File: config.mk
export PLATFORM = sky130hd
export DESIGN_NAME = des_key_sched
export DESIGN_NICKNAME = d
export VERILOG_FILES = /design/src/rtl/des_pkg.sv /design/src/rtl/des_key_sched.sv
export SDC_FILE = /design/constraint.sdc
export NUM_CORES = 1
export LEC_CHECK = 0
export ABC_AREA = 1
export ABC_CLOCK_PERIOD_IN_PS = 2150
export BUFFER_PORTS_ARGS = -buffer_cell sky130_fd_sc_hd__buf_2
export CAP_MARGIN = 20
export CORE_AREA = 4 4 324 326
export CTS_CLUSTER_SIZE = 25
export DETAILED_ROUTE_END_ITERATION = 12
export DIE_AREA = 0 0 328 330
export PLACE_DENSITY = 0.35
export SLEW_MARGIN = 30
export SYNTH_ARGS = -nofsm -noshare
export SYNTH_HDL_FRONTEND = slang
export SYNTH_SLANG_ARGS = --single-unit
File: constraint.sdc
create_clock -name i_clk -period 2.15 [get_ports i_clk]
set_input_delay 0 -clock i_clk [delete_from_list [all_inputs] [get_ports i_clk]]
set_output_delay 0 -clock i_clk [all_outputs]
set_load 0.01 [all_outputs]
File: src/rtl/des_pkg.sv
`timescale 1ns / 1ps
// ----------------------------------------------------------------------------
// des_pkg
// tables, widths and permutation helpers for the des core
// ----------------------------------------------------------------------------
package des_pkg;

    localparam int ROUNDS    = 16;
    localparam int BLOCK_W   = 64;
    localparam int SUBKEY_W  = 48;
    localparam int CFG_IDX_W = 1;

    localparam logic [CFG_IDX_W-1:0] REG_DES_KEY      = 1'b0;
    localparam logic [CFG_IDX_W-1:0] REG_DECRYPT_MODE = 1'b1;

    typedef logic [7:0] t_tab8;

    localparam t_tab8 IP_TAB [64] = '{
        58,50,42,34,26,18,10,2, 60,52,44,36,28,20,12,4,
        62,54,46,38,30,22,14,6, 64,56,48,40,32,24,16,8,
        57,49,41,33,25,17,9,1,  59,51,43,35,27,19,11,3,
        61,53,45,37,29,21,13,5, 63,55,47,39,31,23,15,7};
    localparam t_tab8 FP_TAB [64] = '{
        40,8,48,16,56,24,64,32, 39,7,47,15,55,23,63,31,
        38,6,46,14,54,22,62,30, 37,5,45,13,53,21,61,29,
        36,4,44,12,52,20,60,28, 35,3,43,11,51,19,59,27,
        34,2,42,10,50,18,58,26, 33,1,41,9,49,17,57,25};
    localparam t_tab8 E_TAB [48] = '{
        32,1,2,3,4,5, 4,5,6,7,8,9, 8,9,10,11,12,13, 12,13,14,15,16,17,
        16,17,18,19,20,21, 20,21,22,23,24,25, 24,25,26,27,28,29,
        28,29,30,31,32,1};
    localparam t_tab8 P_TAB [32] = '{
        16,7,20,21,29,12,28,17, 1,15,23,26,5,18,31,10,
        2,8,24,14,32,27,3,9,    19,13,30,6,22,11,4,25};
    localparam t_tab8 PC1_TAB [56] = '{
        57,49,41,33,25,17,9, 1,58,50,42,34,26,18,
        10,2,59,51,43,35,27, 19,11,3,60,52,44,36,
        63,55,47,39,31,23,15, 7,62,54,46,38,30,22,
        14,6,61,53,45,37,29, 21,13,5,28,20,12,4};
    localparam t_tab8 PC2_TAB [48] = '{
        14,17,11,24,1,5, 3,28,15,6,21,10, 23,19,12,4,26,8, 16,7,27,20,13,2,
        41,52,31,37,47,55, 30,40,51,45,33,48, 44,49,39,56,34,53,
        46,42,50,36,29,32};
    localparam t_tab8 ROT_TAB [16] = '{1,1,2,2,2,2,2,2,1,2,2,2,2,2,2,1};

    typedef logic [3:0] t_nib;
    localparam t_nib SBOX [8][64] = '{
     '{14,4,13,1,2,15,11,8,3,10,6,12,5,9,0,7, 0,15,7,4,14,2,13,1,10,6,12,11,9,5,3,8,
       4,1,14,8,13,6,2,11,15,12,9,7,3,10,5,0, 15,12,8,2,4,9,1,7,5,11,3,14,10,0,6,13},
     '{15,1,8,14,6,11,3,4,9,7,2,13,12,0,5,10, 3,13,4,7,15,2,8,14,12,0,1,10,6,9,11,5,
       0,14,7,11,10,4,13,1,5,8,12,6,9,3,2,15, 13,8,10,1,3,15,4,2,11,6,7,12,0,5,14,9},
     '{10,0,9,14,6,3,15,5,1,13,12,7,11,4,2,8, 13,7,0,9,3,4,6,10,2,8,5,14,12,11,15,1,
       13,6,4,9,8,15,3,0,11,1,2,12,5,10,14,7, 1,10,13,0,6,9,8,7,4,15,14,3,11,5,2,12},
     '{7,13,14,3,0,6,9,10,1,2,8,5,11,12,4,15, 13,8,11,5,6,15,0,3,4,7,2,12,1,10,14,9,
       10,6,9,0,12,11,7,13,15,1,3,14,5,2,8,4, 3,15,0,6,10,1,13,8,9,4,5,11,12,7,2,14},
     '{2,12,4,1,7,10,11,6,8,5,3,15,13,0,14,9, 14,11,2,12,4,7,13,1,5,0,15,10,3,9,8,6,
       4,2,1,11,10,13,7,8,15,9,12,5,6,3,0,14, 11,8,12,7,1,14,2,13,6,15,0,9,10,4,5,3},
     '{12,1,10,15,9,2,6,8,0,13,3,4,14,7,5,11, 10,15,4,2,7,12,9,5,6,1,13,14,0,11,3,8,
       9,14,15,5,2,8,12,3,7,0,4,10,1,13,11,6, 4,3,2,12,9,5,15,10,11,14,1,7,6,0,8,13},
     '{4,11,2,14,15,0,8,13,3,12,9,7,5,10,6,1, 13,0,11,7,4,9,1,10,14,3,5,12,2,15,8,6,
       1,4,11,13,12,3,7,14,10,15,6,8,0,5,9,2, 6,11,13,8,1,4,10,7,9,5,0,15,14,2,3,12},
     '{13,2,8,4,6,15,11,1,10,9,3,14,5,0,12,7, 1,15,13,8,10,3,7,4,12,5,6,11,0,14,9,2,
       7,11,4,1,9,12,14,2,0,6,10,13,15,3,5,8, 2,1,14,7,4,10,8,13,15,12,9,0,3,5,6,11}};

    // tables count bits from 1 at the msb
    function automatic logic [63:0] perm_ip(input logic [63:0] x);
        logic [63:0] r;
        for (int i = 0; i < 64; i++) r[63-i] = x[64-IP_TAB[i]];
        return r;
    endfunction

    function automatic logic [63:0] perm_fp(input logic [63:0] x);
        logic [63:0] r;
        for (int i = 0; i < 64; i++) r[63-i] = x[64-FP_TAB[i]];
        return r;
    endfunction

    function automatic logic [55:0] perm_pc1(input logic [63:0] x);
        logic [55:0] r;
        for (int i = 0; i < 56; i++) r[55-i] = x[64-PC1_TAB[i]];
        return r;
    endfunction

    function automatic logic [47:0] perm_pc2(input logic [55:0] x);
        logic [47:0] r;
        for (int i = 0; i < 48; i++) r[47-i] = x[56-PC2_TAB[i]];
        return r;
    endfunction

    function automatic logic [27:0] rot28(input logic [27:0] v, input logic [7:0] n);
        return (n == 8'd2) ? {v[25:0], v[27:26]} : {v[26:0], v[27]};
    endfunction

    // one feistel f function: expansion, key mix, s-boxes, p
    function automatic logic [31:0] feistel(input logic [31:0] r, input logic [47:0] k);
        logic [47:0] x;
        logic [31:0] s;
        logic [31:0] p;
        logic [5:0]  ch;
        for (int i = 0; i < 48; i++) x[47-i] = r[32-E_TAB[i]];
        x = x ^ k;
        for (int i = 0; i < 8; i++) begin
            ch = x[47-6*i -: 6];
            s[31-4*i -: 4] = SBOX[i][{ch[5], ch[0], ch[4:1]}];
        end
        for (int i = 0; i < 32; i++) p[31-i] = s[32-P_TAB[i]];
        return p;
    endfunction

endpackage

File: src/rtl/des_key_sched.sv
`timescale 1ns / 1ps
// ----------------------------------------------------------------------------
// des_key_sched
// registered round-key table from the configured key and direction
// ----------------------------------------------------------------------------
module des_key_sched
    import des_pkg::*;
(
    input  logic                i_clk,
    input  logic [63:0]         i_key,
    input  logic                i_decrypt,
    output logic [SUBKEY_W-1:0] o_subkey [ROUNDS]
);

    logic [SUBKEY_W-1:0] n_subkey [ROUNDS];
    logic [SUBKEY_W-1:0] r_subkey [ROUNDS];

    always_comb begin
        logic [55:0] k56;
        logic [27:0] c;
        logic [27:0] d;
        logic [SUBKEY_W-1:0] ks [ROUNDS];
        k56 = perm_pc1(i_key);
        c = k56[55:28];
        d = k56[27:0];
        for (int i = 0; i < ROUNDS; i++) begin
            c = rot28(c, ROT_TAB[i]);
            d = rot28(d, ROT_TAB[i]);
            ks[i] = perm_pc2({c, d});
        end
        for (int i = 0; i < ROUNDS; i++)
            n_subkey[i] = i_decrypt ? ks[ROUNDS-1-i] : ks[i];
    end

    // user must change the key only while idle, not enforced here, so one register stage keeps up
    always_ff @(posedge i_clk) begin
        r_subkey <= n_subkey;
    end

    assign o_subkey = r_subkey;

endmodule
==> flow_metrics.env, run 1 <==
export IMPL_fillers=11039
export IMPL_max_slew_margin_pct=44.93
export IMPL_maxSlewViolCount=0
export IMPL_yosysWarningCount=0
export IMPL_crit_type="flip-flop to output pin"
export IMPL_hold_violations=0
export IMPL_synth_distinct_cells=8
export IMPL_postPlaceCellArea_um2=22860
export IMPL_setup_viol=0
export IMPL_root_buffer="clkbuf_16"
export IMPL_max_freq_mhz=766.4
export IMPL_fp_dieW_um=328
export IMPL_antenna_found_initial=8
export IMPL_critPathMaxFanout=2
export IMPL_syn_nets=1759
export IMPL_vdd_drop_max_mv=0.5437
export IMPL_cts_tree="built"
export IMPL_hold_path_class="primary input to flip-flop"
export IMPL_grt_pass1_wl_um=112000
export IMPL_synthesis_area_um2=18180
export IMPL_portBuffers=825
export IMPL_dr_total_vias=14018
export IMPL_rsz0062_at_grt="no"
export IMPL_clockBufferDepth=3
export IMPL_cp_end_kind="output pin"
export IMPL_crit_chain="buf_2"
export IMPL_status="finished, final reports clean"
export IMPL_final_cell_mix="buf_2 (824), nand2_1 (777), dfxtp_1 (688)"
export IMPL_crit_slowest_cell="dfxtp_1"
export IMPL_synth_top_area_cell="dfxtp_1"
export IMPL_largest_register_ffs=688
export IMPL_synth_top_area_share_pct=75.76
export IMPL_place_congestion=0.7724
export IMPL_setup_tns_ns=0
export IMPL_wire_per_inst_um=21.50
export IMPL_worstSetupStartpointType="flip-flop"
export IMPL_hpwlAfterDp_um=63510
export IMPL_yosys_top_cells_area="dfxtp_1 (76%), nand2_1 (16%), buf_4 (4.7%)"
export IMPL_start_util_pct=17.87
export IMPL_synth_cells=1693
export IMPL_die_area_um2=108200
export IMPL_cp_required_ns=2.15
export IMPL_grt_usage_pct=14.67
export IMPL_final_common_cell="buf_2"
export IMPL_final_core_util_pct=25.42
export IMPL_final_nets=2536
export IMPL_rows=117
export IMPL_holdCritStartpoint="i_key[50]"
export IMPL_stdcell_area_um2=25860
export IMPL_cts_sinks=688
export IMPL_total_power_mw=30.06
export IMPL_grt_max_degree=29
export IMPL_h_tree_depth=3
export IMPL_power_density_nw_per_um2=1162
export IMPL_min_path_cells=3
export IMPL_p_leak_nw=14.13
export IMPL_setup_slack_ns=0.8451
export IMPL_min_period_ns=1.305
export IMPL_min_to="o_subkey[105]"
export IMPL_ant_nets=0
export IMPL_finalCritPeriodShare_pct=60.69
export IMPL_areaGrowthSynthToFinish_pct=42.26
export IMPL_critPathTopFamily="flip-flops"
export IMPL_worst_slew_pin_slew_ns=0.8241
export IMPL_cts_buffers=77
export IMPL_ys_seq_area_share_pct=75.76
export IMPL_core_area_um2=101700
export IMPL_drive_gt1_share_pct=39.13
export IMPL_clkSlewWorstSetupHoldPaths_ns=0.06
export IMPL_grt_ovfl_total=0
export IMPL_die_h_um=330
export IMPL_drt_vias_per_instance=3.594
export IMPL_max_stage_delay_ns=0.48
export IMPL_ys_seq_elements=688
export IMPL_dp_slack_ns=0.5130
export IMPL_routed_wl_um=83860
export IMPL_max_cap_violations=0
export IMPL_drtPass1Iterations=5
export IMPL_grt_pass1_vias=14335
export IMPL_avgSynthCellArea_um2=10.74
export IMPL_drc=0
export IMPL_crit_buf_inv=1
export IMPL_ioPinCount=834
export IMPL_drtIter0Drc=803
export IMPL_arrival_ns=1.30
==> metrics by stage <==
| stage | cells | hold WS (ns) |
|---|---|---|
| 4_1_cts | 3893 | 0.006860 |
| 6_report | 3900 | 0.06175 |
| 3_5_place_dp | 3704 | 0.3346 |
| 2_1_floorplan | 1693 | 0.1146 |
| 3_3_place_gp | 3704 | 0.3369 |
| 5_1_grt | 3898 | 0.07553 |
==> cells in the mapped netlist <==
cell and count:
nand2_2 23, dfxtp_1 688, buf_6 6, clkbuf_1 2, buf_2 81, inv_2 1, buf_4 115, nand2_1 777
==> worst max path at each step <==
stage,start,to,cells after the start
after global routing,o_subkey[45],o_subkey[45],1
final,o_subkey[351],o_subkey[740],1
after detailed placement,i_decrypt,o_subkey[701],5
after CTS,o_subkey[45],o_subkey[45],1
after floorplan,i_decrypt,o_subkey[136],5
after global placement,i_decrypt,o_subkey[701],5
==> what timing repair did <==
action,CTS,global route
buffers inserted,0,0
hold buffers,55,0
resized for setup,0,0
endpoints found under the hold margin,615,0
endpoints found under the setup margin,0,0
==> layout make-up <==
type / instances / area [um^2] / area share [%]
Sequential cell: 688 / 13770 / 53.25
Timing Repair Buffer: 902 / 4860 / 18.79
Multi-Input combinational cell: 800 / 3060 / 11.83
Clock buffer: 107 / 2170 / 8.388
Tap cell: 1368 / 1712 / 6.618
Clock inverter: 27 / 267.8 / 1.035
Antenna cell: 7 / 17.52 / 0.06772
Inverter: 1 / 5.005 / 0.01935
==> metal layers <==
| metal | GRT usage, % | vias to the layer above | routed length (um) |
|---|---|---|---|
| met2 | 25.15 | 543 | 41440 |
| met5 | 0 | - | 0 |
| li1 | - | 6516 | - |
| met1 | 17.51 | 6853 | 33880 |
| met3 | 4.309 | 106 | 6200 |
| met4 | 5.081 | 0 | 2330 |
==> where the power goes <==
group | internal, mW | switching, mW
logic | 1.10 | 2.18
clock network | 7.33 | 5.33
registers | 13.8 | 0.328
==> cell families (layout without fill, tap and decap cells) <==
logic type | after synthesis | after routing | share of synthesized area, %
AND/OR/NAND/NOR | 800 | 800 | 16.83
other | 0 | 7 | 0
buffers and inverters | 205 | 1037 | 7.412
flip-flops | 688 | 688 | 75.76
Power figures use the tool's default switching activity.
==> run 2, diff against run 1 <==
--- a/config.mk
+++ b/config.mk
@@ -6,14 +6,14 @@
 export NUM_CORES = 1
 export LEC_CHECK = 0
 export ABC_AREA = 1
-export ABC_CLOCK_PERIOD_IN_PS = 2150
+export ABC_CLOCK_PERIOD_IN_PS = 1300
 export BUFFER_PORTS_ARGS = -buffer_cell sky130_fd_sc_hd__buf_2
 export CAP_MARGIN = 20
-export CORE_AREA = 4 4 324 326
+export CORE_AREA = 4 4 325 327
 export CTS_CLUSTER_SIZE = 25
 export DETAILED_ROUTE_END_ITERATION = 12
-export DIE_AREA = 0 0 328 330
-export PLACE_DENSITY = 0.35
+export DIE_AREA = 0 0 329 331
+export PLACE_DENSITY = 0.34
 export SLEW_MARGIN = 30
 export SYNTH_ARGS = -nofsm -noshare
 export SYNTH_HDL_FRONTEND = slang
==> constraint.sdc (replaced) <==
create_clock -name i_clk -period 1.3 [get_ports i_clk]
set_input_delay 0 -clock i_clk [delete_from_list [all_inputs] [get_ports i_clk]]
set_output_delay 0 -clock i_clk [all_outputs]
set_load 0.01 [all_outputs]
==> flow_metrics.env, run 2 (same netlist as run 1, synthesis figures left out) <==
export IMPL_max_cap_violations=0
export IMPL_setup_viol=0
export IMPL_arrival_ns=1.22
export IMPL_maxSlewViolCount=0
export IMPL_final_common_cell="buf_2"
export IMPL_crit_slowest_cell="dfxtp_1"
export IMPL_stdcell_area_um2=27560
export IMPL_cp_end_kind="output pin"
export IMPL_antenna_found_initial=3
export IMPL_cp_depth=1
export IMPL_cts_tree="built"
export IMPL_rows=118
export IMPL_drtPass1Iterations=7
export IMPL_setup_tns_ns=0
export IMPL_crit_chain="buf_2"
export IMPL_fp_dieW_um=329
export IMPL_die_area_um2=108900
export IMPL_ioPinCount=834
export IMPL_min_period_ns=1.223
export IMPL_start_util_pct=17.67
export IMPL_ant_nets=0
export IMPL_grt_pass1_vias=14464
export IMPL_grt_max_degree=29
export IMPL_fillers=11089
export IMPL_routed_wl_um=85160
export IMPL_critPathMaxFanout=2
export IMPL_hpwlAfterDp_um=63900
export IMPL_min_path_cells=5
export IMPL_portBuffers=825
export IMPL_status="finished, final reports clean"
export IMPL_crit_buf_inv=1
export IMPL_rsz0062_at_grt="no"
export IMPL_final_core_util_pct=26.78
export IMPL_critPathTopFamily="flip-flops"
export IMPL_cts_sinks=688
export IMPL_wire_per_inst_um=21.14
export IMPL_drt_vias_per_instance=3.588
export IMPL_vdd_drop_max_mv=1.103
export IMPL_cts_buffers=78
export IMPL_max_slew_margin_pct=67.66
export IMPL_clockBufferDepth=3
export IMPL_worstSetupStartpointType="flip-flop"
export IMPL_cp_required_ns=1.30
export IMPL_place_congestion=0.7550
export IMPL_power_density_nw_per_um2=1888
export IMPL_root_buffer="clkbuf_16"
export IMPL_grt_pass1_wl_um=113400
export IMPL_die_h_um=331
export IMPL_finalCritPeriodShare_pct=94.09
export IMPL_drc=0
export IMPL_max_freq_mhz=817.5
export IMPL_drtIter0Drc=810
export IMPL_max_stage_delay_ns=0.42
export IMPL_final_cell_mix="buf_2 (824), nand2_1 (777), dfxtp_1 (687)"
export IMPL_final_nets=2646
export IMPL_drive_gt1_share_pct=41.51
export IMPL_crit_type="flip-flop to output pin"
export IMPL_hold_violations=0
export IMPL_grt_ovfl_total=0
export IMPL_postPlaceCellArea_um2=24200
export IMPL_h_tree_depth=3
export IMPL_post_cts_buffers=0
export IMPL_hold_path_class="primary input to flip-flop"
export IMPL_worst_slew_pin_slew_ns=0.4839
export IMPL_areaGrowthSynthToFinish_pct=51.56
export IMPL_p_leak_nw=14.98
export IMPL_core_area_um2=102900
export IMPL_dr_total_vias=14451
export IMPL_clkSlewWorstSetupHoldPaths_ns=0.06
export IMPL_largest_register_ffs=688
export IMPL_grt_usage_pct=14.79
run 2: cell types whose count changed in the layout (fill, tap and decap cells not counted), moves of 5 or more:
cell / change
clkinv_2: -8
dlygate4sd3_1: +9
clkbuf_16: +5
buf_4: +54
buf_12: +46
clkbuf_8: +9
run 2: final timing paths:
path                           from       endpoint  slack (ns)
worst max-delay path  o_subkey[427]  o_subkey[427]        0.08
worst min-delay path      i_decrypt  o_subkey[161]        0.06
run 2: repair_timing:
action / 4_1_cts / 5_1_grt
hold endpoints to repair: 688 / 0
gates resized for setup: 0 / 1
hold buffers: 65 / 0
endpoints found under the setup margin: 0 / 4
run 2: routing by layer:
metal  up-vias  track usage, %  routed length [um]
met5         -               0                   0
met4         0           4.274                2128
met3       121           4.393                5923
met2       540           24.97               41640
met1      7037           18.28               35480
li1       6753               -                   -
run 2: cell type report:
cell class                      count  area (um^2)  share of cell area, %
Tap cell                         1380         1727                  6.266
Sequential cell                   688        13770                  49.99
Antenna cell                        5        12.51                0.04541
Multi-Input combinational cell    800         3060                  11.11
Clock inverter                     21        277.8                  1.008
Clock buffer                      122         2422                  8.791
Timing Repair Buffer             1011         6276                  22.78
Inverter                            1        5.005                0.01816
run 2: stage by stage:
| step | power, mW | cells | hold WS (ns) | setup slack [ns] |
|---|---|---|---|---|
| final | 52.02 | 4028 | 0.05590 | 0.07677 |
| after global routing | 54.11 | 4025 | 0.07180 | 0.006012 |
| after CTS | 52.89 | 4024 | 0.01056 | 0.0006847 |
| after detailed placement | 29.67 | 3816 | 0.3342 | 0.1537 |
| after global placement | 29.70 | 3816 | 0.3225 | 0.1706 |
| after floorplan | 26.23 | 1693 | 0.1146 | 0.5650 |
run 2: worst min-delay path: stages:
cell	delay, ns
buf_4	0.15
buf_12	0.17
nand2_1	0.10
buf_4	0.14
nand2_1	0.05
run 2: power breakdown:
part	switching, mW	internal, mW	total (mW)
Clock	8.91	13.9	22.8
Sequential	0.510	22.8	23.3
Combinational	3.74	2.20	5.94
==> run 3, diff against run 2 <==
--- a/config.mk
+++ b/config.mk
@@ -6,14 +6,14 @@
 export NUM_CORES = 1
 export LEC_CHECK = 0
 export ABC_AREA = 1
-export ABC_CLOCK_PERIOD_IN_PS = 1300
+export ABC_CLOCK_PERIOD_IN_PS = 1500
 export BUFFER_PORTS_ARGS = -buffer_cell sky130_fd_sc_hd__buf_2
 export CAP_MARGIN = 20
-export CORE_AREA = 4 4 325 327
+export CORE_AREA = 4 4 324 326
 export CTS_CLUSTER_SIZE = 25
 export DETAILED_ROUTE_END_ITERATION = 12
-export DIE_AREA = 0 0 329 331
-export PLACE_DENSITY = 0.34
+export DIE_AREA = 0 0 328 330
+export PLACE_DENSITY = 0.35
 export SLEW_MARGIN = 30
 export SYNTH_ARGS = -nofsm -noshare
 export SYNTH_HDL_FRONTEND = slang
==> constraint.sdc (replaced) <==
create_clock -name i_clk -period 1.5 [get_ports i_clk]
set_input_delay 0 -clock i_clk [delete_from_list [all_inputs] [get_ports i_clk]]
set_output_delay 0 -clock i_clk [all_outputs]
set_load 0.01 [all_outputs]
==> flow_metrics.env, run 3 (same netlist as run 1, synthesis figures left out) <==
export IMPL_arrival_ns=1.37
export IMPL_antenna_found_initial=7
export IMPL_clockBufferDepth=3
export IMPL_max_cap_violations=0
export IMPL_grt_pass1_vias=14716
export IMPL_dp_slack_ns=0.2034
export IMPL_dr_total_vias=14370
export IMPL_max_slew_margin_pct=57.90
export IMPL_worst_slew_pin_slew_ns=0.6300
export IMPL_grt_max_degree=43
export IMPL_setup_slack_ns=0.1263
export IMPL_ioPinCount=834
export IMPL_h_tree_depth=3
export IMPL_die_h_um=330
export IMPL_grt_usage_pct=14.83
export IMPL_final_core_util_pct=26.30
export IMPL_critPathTopFamily="flip-flops"
export IMPL_finalCritPeriodShare_pct=91.58
export IMPL_clkSlewWorstSetupHoldPaths_ns=0.06
export IMPL_portBuffers=825
export IMPL_start_util_pct=17.87
export IMPL_p_leak_nw=14.60
export IMPL_setup_viol=0
export IMPL_place_congestion=0.7662
export IMPL_fillers=11013
export IMPL_die_area_um2=108200
export IMPL_max_freq_mhz=728.0
export IMPL_rsz0062_at_grt="no"
export IMPL_hold_path_class="primary input to flip-flop"
export IMPL_stdcell_area_um2=26760
export IMPL_status="finished, final reports clean"
export IMPL_layout_cells_non_filler=3985
export IMPL_final_nets=2617
export IMPL_cts_buffers=79
export IMPL_power_density_nw_per_um2=1649
export IMPL_drive_gt1_share_pct=40.72
export IMPL_hpwlAfterDp_um=63800
export IMPL_core_area_um2=101700
export IMPL_routed_wl_um=84450
export IMPL_post_cts_buffers=0
export IMPL_crit_chain="buf_2"
export IMPL_drtIter0Drc=785
export IMPL_final_common_cell="buf_2"
export IMPL_worstSetupStartpointType="flip-flop"
export IMPL_cts_tree="built"
export IMPL_drtPass1Iterations=5
export IMPL_drt_vias_per_instance=3.606
export IMPL_fp_dieW_um=328
export IMPL_crit_type="flip-flop to output pin"
export IMPL_min_period_ns=1.374
export IMPL_drc=0
export IMPL_placed_cells=3774
export IMPL_ant_nets=0
export IMPL_cp_end_kind="output pin"
export IMPL_root_buffer="clkbuf_16"
export IMPL_max_stage_delay_ns=0.55
export IMPL_final_cell_mix="buf_2 (824), nand2_1 (777), dfxtp_1 (688)"
export IMPL_setup_tns_ns=0
export IMPL_rows=117
export IMPL_crit_slowest_cell="dfxtp_1"
export IMPL_vdd_drop_max_mv=0.7866
export IMPL_crit_buf_inv=1
export IMPL_cts_sinks=688
export IMPL_total_power_mw=44.11
export IMPL_postPlaceCellArea_um2=23510
export IMPL_holdWs_ns=0.1057
export IMPL_hold_violations=0
export IMPL_grt_pass1_wl_um=113800
export IMPL_largest_register_ffs=688
export IMPL_grt_ovfl_total=0
export IMPL_wire_per_inst_um=21.19
export IMPL_cp_required_ns=1.50
export IMPL_maxSlewViolCount=0
export IMPL_areaGrowthSynthToFinish_pct=47.18
export IMPL_critPathMaxFanout=2
-- run 3: cell count changes in the layout (fill, tap and decap cells not counted), sizes merged --
cell	change
buf	-30
bufinv	-4
clkbuf	+2
clkinv	-1
clkinvlp	+3
diode	-1
-- run 3: power by group --
part | switching, mW | leakage [nW] | internal, mW
Combinational | 3.16 | 7.54 | 1.73
Sequential | 0.477 | 5.80 | 19.8
Clock | 7.61 | 1.26 | 11.4
Total | 11.2 | 14.6 | 32.9
-- run 3: routing by layer --
| metal | up-vias | global-route usage (%) | part of all wire (%) |
|---|---|---|---|
| met5 | - | 0 | 0.022 |
| met1 | 7007 | 18.17 | 42 |
| li1 | 6695 | - | - |
| met3 | 123 | 3.793 | 6.2 |
| met4 | 4 | 5.138 | 3.0 |
| met2 | 541 | 25.28 | 49 |
-- run 3: worst paths after layout --
| path | from | end | slack, ns | cells past startpoint |
|---|---|---|---|---|
| worst min-delay path | i_decrypt | o_subkey[186] | 0.11 | 4 |
| worst max-delay path | o_subkey[45] | o_subkey[45] | 0.13 | 1 |
-- run 3: area by class of cell --
| cell class | count | area [um^2] | area share (%) |
|---|---|---|---|
| antenna | 4 | 10.01 | 0.03741 |
| clock buffer | 124 | 2441 | 9.123 |
| clock inverter | 19 | 156.4 | 0.5845 |
| inverter | 1 | 5.005 | 0.01870 |
| multi-input combinational | 800 | 3060 | 11.44 |
| sequential | 688 | 13770 | 51.47 |
| tap | 1368 | 1712 | 6.397 |
| timing repair buffer | 981 | 5600 | 20.93 |
-- run 3: repair_timing --
| action | 4_1_cts | 5_1_grt |
|---|---|---|
| hold endpoints to repair | 688 | 0 |
| gates resized for setup | 0 | 0 |
| hold buffers | 64 | 0 |
